`config.mk`:
```
export PLATFORM = sky130hd
export DESIGN_NAME = pixel_clock_pll_planner
export DESIGN_NICKNAME = d
export VERILOG_FILES = /design/src/sv/pcp_pkg.sv /design/src/sv/pcp_div.sv /design/src/sv/pcp_ctrl.sv /design/src/sv/pcp_datapath.sv /design/src/sv/pixel_clock_pll_planner.sv
export SDC_FILE = /design/constraint.sdc
export NUM_CORES = 2
export LEC_CHECK = 0
export BUFFER_PORTS_ARGS = -buffer_cell sky130_fd_sc_hd__clkbuf_2
export CELL_PAD_IN_SITES_DETAIL_PLACEMENT = 1
export CELL_PAD_IN_SITES_GLOBAL_PLACEMENT = 1
export CORE_AREA = 2 2 356 358
export CTS_CLUSTER_SIZE = 30
export DETAILED_ROUTE_END_ITERATION = 10
export DIE_AREA = 0 0 358 360
export GPL_TIMING_DRIVEN = 0
export MAX_ROUTING_LAYER = met4
export PLACE_DENSITY_LB_ADDON = 0.3
export SYNTH_ARGS = -nofsm -noshare
export SYNTH_HDL_FRONTEND = slang
export SYNTH_HIERARCHICAL = 1
export SYNTH_SLANG_ARGS = --single-unit
export TNS_END_PERCENT = 1
```
`constraint.sdc`:
```
create_clock -name aclk -period 9.85 [get_ports aclk]
set_input_delay 1.97 -clock aclk [delete_from_list [all_inputs] [get_ports aclk]]
set_output_delay 1.97 -clock aclk [all_outputs]
set_load 0.02 [all_outputs]
```
`src/sv/pcp_pkg.sv`:
```
package pcp_pkg;

    localparam int unsigned PCP_REF_HZ = 32'd50000000;

    localparam int PIX_W      = 28;
    localparam int VCO_W      = 31;
    localparam int FB_INT_W   = 6;
    localparam int FB_FULL_W  = 12;   // integer part of ratio for the smallest reference
    localparam int FRAC_W     = 24;
    localparam int PDIV_W     = 3;
    localparam int ODIV_W     = 8;
    localparam int ACH_W      = 31;
    localparam int REF_W      = 27;
    localparam int NUM_W      = 64;
    localparam int DEN_W      = 32;
    localparam int DIV_CNT_W  = 7;
    localparam int IN_DATA_W  = 32;
    localparam int OUT_DATA_W = 168;

    localparam logic [31:0] PIX_MIN_HZ = 32'd1000000;
    localparam logic [31:0] PIX_MAX_HZ = 32'd200000000;
    localparam logic [PIX_W-1:0] TGT_MIN_HZ = 28'd100000000;
    localparam logic [31:0] VCO_MIN_HZ = 32'd500000000;
    localparam logic [PDIV_W-1:0] POST_MAX = 3'd7;
    localparam logic [ODIV_W-1:0] DIV_MAX = 8'hff;

    typedef enum logic [4:0] {
        OP_NONE,
        OP_LOAD,
        OP_DOUBLE,
        OP_DIV_CEIL,
        OP_VCO,
        OP_DIV_RATIO,
        OP_FB,
        OP_DIV_POST,
        OP_CMP,
        OP_MUL_LO,
        OP_MUL_HI,
        OP_DIV_PLL,
        OP_PLL,
        OP_DIV_Q,
        OP_ODIV,
        OP_DIV_ACH,
        OP_ACH,
        OP_OUT
    } op_t;

    typedef enum logic [4:0] {
        S_IDLE,
        S_DOUBLE,
        S_DIV_CEIL,
        S_W_CEIL,
        S_DIV_RATIO,
        S_W_RATIO,
        S_DIV_POST,
        S_W_POST,
        S_MUL_LO,
        S_MUL_HI,
        S_DIV_PLL,
        S_W_PLL,
        S_DIV_Q,
        S_W_Q,
        S_DIV_ACH,
        S_W_ACH,
        S_DONE
    } state_t;

    typedef struct packed {
        op_t op;
    } cmd_t;

    typedef struct packed {
        logic tgt_low;
        logic div_done;
        logic search_last;
        logic out_busy;
    } status_t;

endpackage

```
`src/sv/pcp_div.sv`:
```
module pcp_div import pcp_pkg::*; (
    input  logic             aclk,
    input  logic             aresetn,
    input  logic             start,
    input  logic             long_mode,
    input  logic [NUM_W-1:0] num,
    input  logic [DEN_W-1:0] den,
    output logic             done,
    output logic [NUM_W-1:0] quot
);

    logic [NUM_W-1:0]     num_reg;
    logic [DEN_W-1:0]     den_reg;
    logic [DEN_W-1:0]     rem_reg;
    logic [NUM_W-1:0]     quot_reg;
    logic [DIV_CNT_W-1:0] cnt_reg;
    logic                 busy_reg;
    logic                 done_reg;
    logic [DEN_W:0]       trial;
    logic [DEN_W:0]       diff;
    logic                 ge;

    assign trial = {rem_reg, num_reg[NUM_W-1]};
    assign diff  = trial - {1'b0, den_reg};
    assign ge    = trial >= {1'b0, den_reg};

    always_ff @(posedge aclk) begin
        if (!aresetn) begin
            busy_reg <= 1'b0;
            done_reg <= 1'b0;
        end else begin
            done_reg <= 1'b0;
            if (start) begin
                busy_reg <= 1'b1;
                cnt_reg  <= long_mode ? DIV_CNT_W'(NUM_W - 1) : DIV_CNT_W'(DEN_W - 1);
                num_reg  <= long_mode ? num : {num[DEN_W-1:0], {(NUM_W-DEN_W){1'b0}}};
                den_reg  <= den;
                rem_reg  <= '0;
                quot_reg <= '0;
            end else if (busy_reg) begin
                rem_reg  <= ge ? diff[DEN_W-1:0] : trial[DEN_W-1:0];
                quot_reg <= {quot_reg[NUM_W-2:0], ge};
                num_reg  <= {num_reg[NUM_W-2:0], 1'b0};
                if (cnt_reg == '0) begin
                    busy_reg <= 1'b0;
                    done_reg <= 1'b1;
                end else begin
                    cnt_reg <= cnt_reg - 1'b1;
                end
            end
        end
    end

    assign done = done_reg;
    assign quot = quot_reg;

endmodule

```
`src/sv/pcp_ctrl.sv`:
```
module pcp_ctrl import pcp_pkg::*; (
    input  logic    aclk,
    input  logic    aresetn,
    input  logic    s_tvalid,
    output logic    s_tready,
    input  status_t status,
    output cmd_t    cmd
);

    state_t state_reg, state_next;

    always_ff @(posedge aclk) begin
        if (!aresetn) begin
            state_reg <= S_IDLE;
        end else begin
            state_reg <= state_next;
        end
    end

    always_comb begin
        state_next = state_reg;
        cmd.op     = OP_NONE;
        s_tready   = 1'b0;
        case (state_reg)
            S_IDLE: begin
                s_tready = 1'b1;
                if (s_tvalid) begin
                    cmd.op     = OP_LOAD;
                    state_next = S_DOUBLE;
                end
            end
            S_DOUBLE: begin
                if (status.tgt_low) begin
                    cmd.op = OP_DOUBLE;
                end else begin
                    state_next = S_DIV_CEIL;
                end
            end
            S_DIV_CEIL: begin
                cmd.op     = OP_DIV_CEIL;
                state_next = S_W_CEIL;
            end
            S_W_CEIL: begin
                if (status.div_done) begin
                    cmd.op     = OP_VCO;
                    state_next = S_DIV_RATIO;
                end
            end
            S_DIV_RATIO: begin
                cmd.op     = OP_DIV_RATIO;
                state_next = S_W_RATIO;
            end
            S_W_RATIO: begin
                if (status.div_done) begin
                    cmd.op     = OP_FB;
                    state_next = S_DIV_POST;
                end
            end
            S_DIV_POST: begin
                cmd.op     = OP_DIV_POST;
                state_next = S_W_POST;
            end
            S_W_POST: begin
                if (status.div_done) begin
                    cmd.op     = OP_CMP;
                    state_next = status.search_last ? S_MUL_LO : S_DIV_POST;
                end
            end
            S_MUL_LO: begin
                cmd.op     = OP_MUL_LO;
                state_next = S_MUL_HI;
            end
            S_MUL_HI: begin
                cmd.op     = OP_MUL_HI;
                state_next = S_DIV_PLL;
            end
            S_DIV_PLL: begin
                cmd.op     = OP_DIV_PLL;
                state_next = S_W_PLL;
            end
            S_W_PLL: begin
                if (status.div_done) begin
                    cmd.op     = OP_PLL;
                    state_next = S_DIV_Q;
                end
            end
            S_DIV_Q: begin
                cmd.op     = OP_DIV_Q;
                state_next = S_W_Q;
            end
            S_W_Q: begin
                if (status.div_done) begin
                    cmd.op     = OP_ODIV;
                    state_next = S_DIV_ACH;
                end
            end
            S_DIV_ACH: begin
                cmd.op     = OP_DIV_ACH;
                state_next = S_W_ACH;
            end
            S_W_ACH: begin
                if (status.div_done) begin
                    cmd.op     = OP_ACH;
                    state_next = S_DONE;
                end
            end
            S_DONE: begin
                if (!status.out_busy) begin
                    cmd.op     = OP_OUT;
                    state_next = S_IDLE;
                end
            end
            default: begin
                state_next = S_IDLE;
            end
        endcase
    end

endmodule

```
`src/sv/pcp_datapath.sv`:
```
module pcp_datapath import pcp_pkg::*; #(
    parameter int unsigned REF_HZ = PCP_REF_HZ
) (
    input  logic                  aclk,
    input  logic                  aresetn,
    input  cmd_t                  cmd,
    output status_t               status,
    input  logic [IN_DATA_W-1:0]  s_tdata,
    output logic                  m_tvalid,
    input  logic                  m_tready,
    output logic [OUT_DATA_W-1:0] m_tdata
);

    localparam logic [REF_W-1:0] REF_VAL  = REF_W'(REF_HZ);
    localparam logic [NUM_W-1:0] REF_HALF = NUM_W'(REF_HZ / 2);
    localparam int PLO_W = REF_W + FRAC_W;
    localparam int PHI_W = REF_W + FB_FULL_W;

    logic [PIX_W-1:0]     pix_reg, tgt_reg;
    logic [VCO_W-1:0]     vco_reg;
    logic [FB_FULL_W-1:0] fbi_reg;
    logic [FRAC_W-1:0]    frac_reg;
    logic [PDIV_W-1:0]    d1_reg, d2_reg, best1_reg, best2_reg;
    logic [31:0]          best_err_reg;
    logic [PLO_W-1:0]     plo_reg;
    logic [PHI_W-1:0]     phi_reg;
    logic [31:0]          pll_reg;
    logic [ODIV_W-1:0]    odiv_reg;
    logic [ACH_W-1:0]     ach_reg;
    logic [OUT_DATA_W-1:0] out_reg;
    logic                 m_tvalid_reg;

    logic [31:0]      in_pix, pix_clamp;
    logic             div_start, div_long, div_done;
    logic [NUM_W-1:0] div_num, div_quot;
    logic [DEN_W-1:0] div_den;
    logic [5:0]       prod, best_prod;
    logic [31:0]      post_q, err;
    logic [NUM_W-1:0] ratio;
    logic [PHI_W:0]   vact;
    logic [PLO_W:0]   plo_round;

    assign in_pix    = s_tdata[31:0];
    assign pix_clamp = (in_pix < PIX_MIN_HZ) ? PIX_MIN_HZ :
                       (in_pix > PIX_MAX_HZ) ? PIX_MAX_HZ : in_pix;

    assign prod      = {3'd0, d1_reg} * {3'd0, d2_reg};
    assign best_prod = {3'd0, best1_reg} * {3'd0, best2_reg};
    assign post_q    = div_quot[31:0];
    assign err       = (post_q > {4'd0, tgt_reg}) ? post_q - {4'd0, tgt_reg}
                                                  : {4'd0, tgt_reg} - post_q;
    assign ratio     = div_quot + NUM_W'(128);
    assign plo_round = {1'b0, plo_reg} + (PLO_W+1)'(1 << 23);
    assign vact      = {1'b0, phi_reg} + (PHI_W+1)'(plo_round[PLO_W:24]);

    always_comb begin
        div_start = 1'b0;
        div_long  = 1'b0;
        div_num   = '0;
        div_den   = '0;
        case (cmd.op)
            OP_DIV_CEIL: begin
                div_start = 1'b1;
                div_num   = NUM_W'(VCO_MIN_HZ + {4'd0, tgt_reg} - 32'd1);
                div_den   = DEN_W'(tgt_reg);
            end
            OP_DIV_RATIO: begin
                div_start = 1'b1;
                div_long  = 1'b1;
                div_num   = {1'b0, vco_reg, 32'd0} + REF_HALF;
                div_den   = DEN_W'(REF_VAL);
            end
            OP_DIV_POST: begin
                div_start = 1'b1;
                div_num   = NUM_W'(vco_reg);
                div_den   = DEN_W'(prod);
            end
            OP_DIV_PLL: begin
                div_start = 1'b1;
                div_num   = NUM_W'(vact[31:0]);
                div_den   = DEN_W'(best_prod);
            end
            OP_DIV_Q: begin
                div_start = 1'b1;
                div_num   = NUM_W'(pll_reg + {5'd0, pix_reg[PIX_W-1:1]});
                div_den   = DEN_W'(pix_reg);
            end
            OP_DIV_ACH: begin
                div_start = 1'b1;
                div_num   = NUM_W'(pll_reg);
                div_den   = DEN_W'(odiv_reg);
            end
            default: ;
        endcase
    end

    pcp_div u_div (
        .aclk      (aclk),
        .aresetn   (aresetn),
        .start     (div_start),
        .long_mode (div_long),
        .num       (div_num),
        .den       (div_den),
        .done      (div_done),
        .quot      (div_quot)
    );

    always_ff @(posedge aclk) begin
        case (cmd.op)
            OP_LOAD: begin
                pix_reg <= pix_clamp[PIX_W-1:0];
                tgt_reg <= pix_clamp[PIX_W-1:0];
            end
            OP_DOUBLE: tgt_reg <= {tgt_reg[PIX_W-2:0], 1'b0};
            OP_VCO:    vco_reg <= VCO_W'({tgt_reg, 1'b0} * div_quot[2:0]);
            OP_FB: begin
                fbi_reg      <= ratio[32 +: FB_FULL_W];
                frac_reg     <= ratio[31:8];
                d1_reg       <= 3'd1;
                d2_reg       <= 3'd1;
                best1_reg    <= POST_MAX;
                best2_reg    <= POST_MAX;
                best_err_reg <= '1;
            end
            OP_CMP: begin
                if (err < best_err_reg || (err == best_err_reg && prod < best_prod)) begin
                    best_err_reg <= err;
                    best1_reg    <= d1_reg;
                    best2_reg    <= d2_reg;
                end
                if (d2_reg == d1_reg) begin
                    d1_reg <= d1_reg + 3'd1;
                    d2_reg <= 3'd1;
                end else begin
                    d2_reg <= d2_reg + 3'd1;
                end
            end
            OP_MUL_LO: plo_reg <= PLO_W'(REF_VAL) * PLO_W'(frac_reg);
            OP_MUL_HI: phi_reg <= PHI_W'(REF_VAL) * PHI_W'(fbi_reg);
            OP_PLL:    pll_reg <= div_quot[31:0];
            OP_ODIV: begin
                if (div_quot == '0) begin
                    odiv_reg <= 8'd1;
                end else if (div_quot > NUM_W'(DIV_MAX)) begin
                    odiv_reg <= DIV_MAX;
                end else begin
                    odiv_reg <= div_quot[ODIV_W-1:0];
                end
            end
            OP_ACH: ach_reg <= div_quot[ACH_W-1:0];
            OP_OUT: begin
                out_reg <= {5'd0, ach_reg, odiv_reg, best2_reg, best1_reg,
                            (frac_reg == '0), frac_reg, fbi_reg[FB_INT_W-1:0],
                            vco_reg, tgt_reg, pix_reg};
            end
            default: ;
        endcase
    end

    always_ff @(posedge aclk) begin
        if (!aresetn) begin
            m_tvalid_reg <= 1'b0;
        end else if (cmd.op == OP_OUT) begin
            m_tvalid_reg <= 1'b1;
        end else if (m_tready) begin
            m_tvalid_reg <= 1'b0;
        end
    end

    assign status.tgt_low     = tgt_reg < TGT_MIN_HZ;
    assign status.div_done    = div_done;
    assign status.search_last = (d1_reg == POST_MAX) && (d2_reg == POST_MAX);
    assign status.out_busy    = m_tvalid_reg && !m_tready;

    assign m_tvalid = m_tvalid_reg;
    assign m_tdata  = out_reg;

endmodule

```
`src/sv/pixel_clock_pll_planner.sv`:
```
// Pixel clock PLL planner.
// The shared serial divider (one quotient bit per cycle) sets the run time of a beat: one 64-bit
// division and thirty-two 32-bit divisions; up to seven doublings of a low request add to it.
// One beat in flight; the next beat is taken while a result waits.
// Reset: aresetn (sync, active low) clears the controller, the divider and output valid.
module pixel_clock_pll_planner import pcp_pkg::*; #(
    parameter int unsigned REF_HZ = PCP_REF_HZ
) (
    input  logic                  aclk,
    input  logic                  aresetn,
    input  logic                  s_tvalid,
    output logic                  s_tready,
    input  logic [IN_DATA_W-1:0]  s_tdata,   // [31:0] requested_pixel_hz
    output logic                  m_tvalid,
    input  logic                  m_tready,
    // [27:0] clamped_pixel_hz, [55:28] pll_target_hz, [86:56] vco_target_hz,
    // [92:87] feedback_int, [116:93] feedback_frac, [117] integer_mode,
    // [120:118] post_div_first, [123:121] post_div_second, [131:124] output_div,
    // [162:132] achieved_pixel_hz, [167:163] zero
    output logic [OUT_DATA_W-1:0] m_tdata
);

    cmd_t    cmd;
    status_t status;

    pcp_ctrl u_ctrl (
        .aclk     (aclk),
        .aresetn  (aresetn),
        .s_tvalid (s_tvalid),
        .s_tready (s_tready),
        .status   (status),
        .cmd      (cmd)
    );

    pcp_datapath #(
        .REF_HZ (REF_HZ)
    ) u_dp (
        .aclk     (aclk),
        .aresetn  (aresetn),
        .cmd      (cmd),
        .status   (status),
        .s_tdata  (s_tdata),
        .m_tvalid (m_tvalid),
        .m_tready (m_tready),
        .m_tdata  (m_tdata)
    );

endmodule

```
# Word-level counts from Yosys, hierarchy flattened
# Index checks and enable logic that the tools add are counted.
dict set report op_classes {
  addsub 13
  n_mul 5
  magnitude_cmp 8
  eq_ne 49
  muxes 57
  bitwise 2
  reduce_logical 22
}
# cell n
set ops {}
lappend ops {{one-hot mux 64 bit (6 select lines)} 1}
lappend ops {{two-way mux 64 bit} 4}
lappend ops {{one-hot mux 5 bit (17 select lines)} 2}
lappend ops {{one-hot mux 28 bit (6 select lines)} 1}
lappend ops {{two-way mux 32 bit} 4}
lappend ops {{equality test 5 x 4 -> 1 bit, second input constant} 16}
lappend ops {{adder 63 x 25 -> 64 bit, second input constant} 1}
lappend ops {{> comparator 64 x 8 -> 1 bit, second input constant} 1}
lappend ops {{zero test 64 bit} 1}
lappend ops {{one-hot mux 32 bit (2 select lines)} 1}
lappend ops {{subtractor 64 x 1 -> 64 bit, second input constant} 1}
lappend ops {{two-way mux 28 bit} 2}
lappend ops {{one-hot mux 28 bit (2 select lines)} 1}
lappend ops {{two-way mux 5 bit} 11}
lappend ops {{adder 50 x 24 -> 51 bit, second input constant} 1}
lappend ops {{adder 44 x 8 -> 44 bit, second input constant} 1}
lappend ops {{multiplier 19 x 24 -> 43 bit, first input constant} 1}
lappend ops {{equality test 5 x 3 -> 1 bit, second input constant} 8}
lappend ops {{adder 32 x 27 -> 33 bit} 1}
lappend ops {{greater-or-equal comparator 33 x 32 -> 1 bit} 1}
lappend ops {{adder 32 x 27 -> 32 bit} 1}
lappend ops {{equality test 32 bit} 1}
lappend ops {{> comparator 32 x 28 -> 1 bit} 1}
lappend ops {{> comparator 32 x 28 -> 1 bit, second input constant} 1}
lappend ops {{other kinds (42)} 92}
dict set report word_totals {
  register_bits 674
  input_bits 36
  out_inout_bits 170
  elab_cells 182
}

# Depth between registers and ports, before layout
dict set report logic_depth {
  word_depth 9
  mapped_depth 28
  depth_no_buf 25
}

# Cells and area by module
# Netlist, hierarchy kept.
# mod instances cells_per_inst area_each_um2
set by_module_without_submodules {}
lappend by_module_without_submodules {pcp_datapath 1 3717 38967.4}
lappend by_module_without_submodules {pcp_div 1 880 10182.3}
lappend by_module_without_submodules {pcp_ctrl 1 62 445.4}

# Worst setup path before layout
# OpenSTA, ideal clock, no wires.
dict set report synth_timing {
  kind {input port to flip-flop}
  start {input m_tready}
  end {register u_dp.u_div.cnt_reg[0], enable pin}
  setup_ps 326
  arrival_ps 7478
  t_required_ps 9524
  slack_ps 2047
  path_stages 10
  n_path_buf 2
  path_cell_list {nor2b_1 -> nor4_1 -> a21oi_1 -> nor2_1 -> nand2b_1 -> nor2_1 -> clkbuf_1 -> clkbuf_1 -> o21a_1 -> o21a_1}
}
# element line
set synth_rtl {}
lappend synth_rtl {{start, declared} pixel_clock_pll_planner.sv:15} ;# input logic m_tready,
lappend synth_rtl {{end signal, assigned} pcp_div.sv:35} ;# cnt_reg <= long_mode ? DIV_CNT_W'(NUM_W - 1) : DIV_CNT_W'(DEN_W - 1);
lappend synth_rtl {{end signal, assigned} pcp_div.sv:48} ;# cnt_reg <= cnt_reg - 1'b1;
lappend synth_rtl {{end, declared} pcp_div.sv:16} ;# logic [DIV_CNT_W-1:0] cnt_reg;

# Worst setup path after layout
dict set report layout_timing {
  start {register u_dp.u_div.quot_reg[0] (netlist: u_dp/u_div/quot[0])}
  end {register u_dp.best2_reg[2], enable pin}
}
dict set report layout_between {
  elab_chain_cells 7
  elab_cells_between_ends 10
}
# element line
set layout_rtl {}
lappend layout_rtl {{start, declared} pcp_div.sv:15} ;# logic [NUM_W-1:0] quot_reg;
lappend layout_rtl {{start signal, assigned} pcp_div.sv:42} ;# quot_reg <= {quot_reg[NUM_W-2:0], ge};
lappend layout_rtl {{subtractor 28 x 32 -> 32 bit, or another cell as far along} pcp_datapath.sv:51} ;# : {4'd0, tgt_reg} - post_q;
lappend layout_rtl {{two-way mux 32 bit *} pcp_datapath.sv:50} ;# assign err = (post_q > {4'd0, tgt_reg}) ? post_q - {4'd0, tgt_reg}
lappend layout_rtl {{via u_dp.err[25]} pcp_datapath.sv:38} ;# logic [31:0] post_q, err;
lappend layout_rtl {{parallel branches: the longest is 2 deep, another holds < comparator 32 bit} --}
lappend layout_rtl {{logical OR 1 bit *} pcp_datapath.sv:126} ;# if (err < best_err_reg || (err == best_err_reg && prod < best_prod)) begin
lappend layout_rtl {{inequality test 2 x 1 -> 1 bit (no line) *} --}
lappend layout_rtl {{AND reduction 2 bit (no line) *} --}
lappend layout_rtl {{end signal, assigned} pcp_datapath.sv:129} ;# best2_reg <= d2_reg;
lappend layout_rtl {{end, declared} pcp_datapath.sv:23} ;# logic [PDIV_W-1:0] d1_reg, d2_reg, best1_reg, best2_reg;
# Mark *: on every way through the listed nets, which the timed path passes.
# A chain may end at the register's enable or synchronous reset.

==> flow_metrics.tcl <==
set metrics [dict create \
    endpoint_kind "flip-flop" \
    fin_cells 6677 \
    crit_arrival_ps 8360 \
    detailedPlace.worstSlack_ps 1963 \
    pin_count 206 \
    ant_nets 0 \
    numClockSinks 658 \
    grt_overflow 0 \
    drc_errors 0 \
    dieArea_um2 128900 \
    post-cts-setup-buffers 0 \
    area.growth.synth_to_final_pct 12.15 \
    outcome "finished, final reports clean" \
    worstSetupStartpoint "u_dp/u_div/quot[0]$_SDFFCE_PP0P_" \
    antenna_found_initial 19 \
    timing.fmax_ghz 0.1255 \
    vias 37152 \
    nFillCells 13779 \
    required_ps 10250 \
    powerDensity_nw_per_um2 153.2 \
    die_w_um 358 \
    cts_max_path_buffers 3 \
    cp-start-kind "flip-flop" \
    cts_buffers 76 \
    r2r_cells 25 \
    finalWorstPathRequiredPeriod_ps 7965 \
    synth_commonest_cells "738 x inv_1, 650 x edfxtp_1, 464 x ha_1, 318 x nand2_1, 309 x fa_1" \
    fin_crit_sh_pct 80.87 \
    cpMaxStageDelayCell "edfxtp_1" \
    initialDrtViolationCount 3358 \
    hp-class "reg2reg" \
    start_util_pct 39.70 \
    path_class "reg2reg" \
    crit_path_max_fanout 21 \
    reg2reg_to "u_dp/best2_reg[2]$_SDFFCE_PP1P_" \
    p_leak_uw 0.02355 \
    drv_slew 0 \
    grt_usage_pct 27.05 \
    synth_edf_count 650 \
    netlist_area_um2 49600 \
    postCtsHoldBufs 0 \
    final-hold-violation-count 0 \
    wl_mm 168.4 \
    h-tree-depth 3 \
    ctsResizeCount 0 \
    nets 5768 \
    floorplan.rows 130 \
    fin_ws_ps 1885 \
    yosys.area.top_type "edfxtp_1" \
    multi_input_area_um2 26580 \
    clkTransAtPathRegs_ps 60 \
    max-cap-violations 0 \
    placement.io_buffers 199 \
    synthArstFlopShare_pct 0 \
    synth_area_per_cell_um2 10.65 \
    syn_inst 4659 \
    reg2reg_setup_slack_ps 1880 \
    core-area_um2 124900 \
    setup_tns_ps 0 \
    grt_pass1_wl_mm 251.1 \
    wire_per_inst_um 25.22 \
    timing.rr.start "u_dp/u_div/quot[0]$_SDFFCE_PP0P_" \
    cts_tree "done" \
    yosysWarnings 6 \
    synth-seq-cells 658 \
    hold_path_depth 0 \
    fp.dieH_um 360 \
    design_area_um2 55620 \
    irDropWorstVdd_v 0.0001421 \
    synth.area.top_cells "edfxtp_1 39%, fa_1 12%, ha_1 12%, inv_1 5.6%, xnor2_1 3.3%" \
    placed_area_um2 53030 \
    setup_viol 0 \
    clock_latency_ps 720 \
    grt_pass1_vias 38506 \
    drive_gt1_share_pct 9.171 \
    ys.flop_type "edfxtp_1" \
    vias_per_cell 5.564 \
    gp_congestion 0.9541 \
    largest_register_ffs 162 \
    hpwl_mm 135.4 \
    fin_skew_ps 47.97 \
    dp_cells 6531 \
    seq_area_um2 19680 \
    seq_area_frac_synth_pct 39.68 \
    crit_end "u_dp/best2_reg[2]$_SDFFCE_PP1P_" \
    worst_slew_pin_slew_ps 1297 \
    synth_most_common_cell "inv_1" \
    slew_headroom_pct 12.89 \
    yosys.area.top_type_share_pct 39.36 \
    grt_max_degree 74 \
    cts_root_buffer "clkbuf_16" \
    synth_cell_types 106 \
    rsz0062_at_grt "false" \
    firstDrtPassIters 5 \
    cpPeakStageDelay_ps 750 \
]
power breakdown:
group | total, uW | switching, uW | internal, uW
Clock | 2960 | 1270 | 1700
Combinational | 2130 | 1320 | 802
Sequential | 3430 | 167 | 3270
Total | 8520 | 2760 | 5770
cell usage in the layout (no fill, tap or decap), types with 21 or more instances in the layout:
cell type  instances
clkbuf_16         77
a21o_1           103
inv_1            738
nand4_1           54
nor2_1           221
xor2_1            64
nand2b_1          74
ha_1             464
o21ai_1           33
clkbuf_1         115
clkbuf_2         199
nand3_1           51
edfxtp_1         650
mux2i_1           66
o21bai_1          40
and2_1            39
or3_1             23
nor4_1            30
o21ai_0          170
o21a_1            33
xnor2_1          185
and3_1            70
nor2b_1          100
a31oi_1           21
nand2_1          318
a21oi_1          262
fa_1             309
nor3_1            68
cell type report:
class                      count  share of cell area, %
tap                         1650                  3.712
clock buffer                  92                  3.566
sequential                   658                  35.38
inverter                     739                  4.987
buffer                       148                  1.215
antenna                       11                0.04949
multi-input combinational   3124                  47.78
clock inverter                43                  1.033
timing repair buffer         212                  2.277
stage by stage:
step	total power, uW	hold WS [ps]	util (%)
after floorplan	4886	400.3	-
after global placement	5512	404.1	42.18
after detailed placement	5562	405.2	42.45
after CTS	8557	417.1	44.50
after global routing	8905	422.2	44.51
final	8521	416.7	44.52
worst min-delay path by stage:
| stage | start | end | slack (ps) |
|---|---|---|---|
| 6_report | u_dp/ach_reg[13]$_DFFE_PN_ | u_dp/m_tdata[145]$_DFFE_PP_ | 420 |
| 5_1_grt | u_dp/ach_reg[1]$_DFFE_PN_ | u_dp/m_tdata[133]$_DFFE_PP_ | 420 |
| 3_5_place_dp | u_dp/ach_reg[16]$_DFFE_PN_ | u_dp/m_tdata[148]$_DFFE_PP_ | 410 |
| 3_3_place_gp | u_dp/ach_reg[9]$_DFFE_PN_ | u_dp/m_tdata[141]$_DFFE_PP_ | 400 |
| 4_1_cts | u_dp/ach_reg[9]$_DFFE_PN_ | u_dp/m_tdata[141]$_DFFE_PP_ | 420 |
| 2_1_floorplan | u_dp/ach_reg[0]$_DFFE_PN_ | u_dp/m_tdata[132]$_DFFE_PP_ | 400 |
kinds of logic after synthesis:
family	Yosys count	synth area share [%]
other	1	0.007561
adders and majority gates	773	24.18
muxes	82	1.718
and+or+nand+nor	1116	11.19
AOI/OAI and AO/OA	893	11.87
buffers and inverters	887	6.955
xor gates and xnor gates	249	4.397
DFF	658	39.68
worst max-delay path: cells and delay by family, from the launching register on:
kind / cells / cell delay, ps
AO/OA/AOI/OAI: 10 / 2820
AND/OR/NAND/NOR: 4 / 1080
adder cells (fa/ha/maj): 3 / 1010
XOR/XNOR: 1 / 140
flip-flops: 1 / 750
buffers and inverters: 7 / 1800
routing by layer:
| metal | up-vias | share of wire [%] | track usage [%] |
|---|---|---|---|
| li1 | 16698 | - | - |
| met1 | 19021 | 44 | 36.84 |
| met2 | 1195 | 46 | 41.68 |
| met3 | 238 | 6.5 | 3.615 |
| met4 | 0 | 3.3 | 8.770 |
| met5 | - | 0 | - |
(Power assumes the default switching activity.)
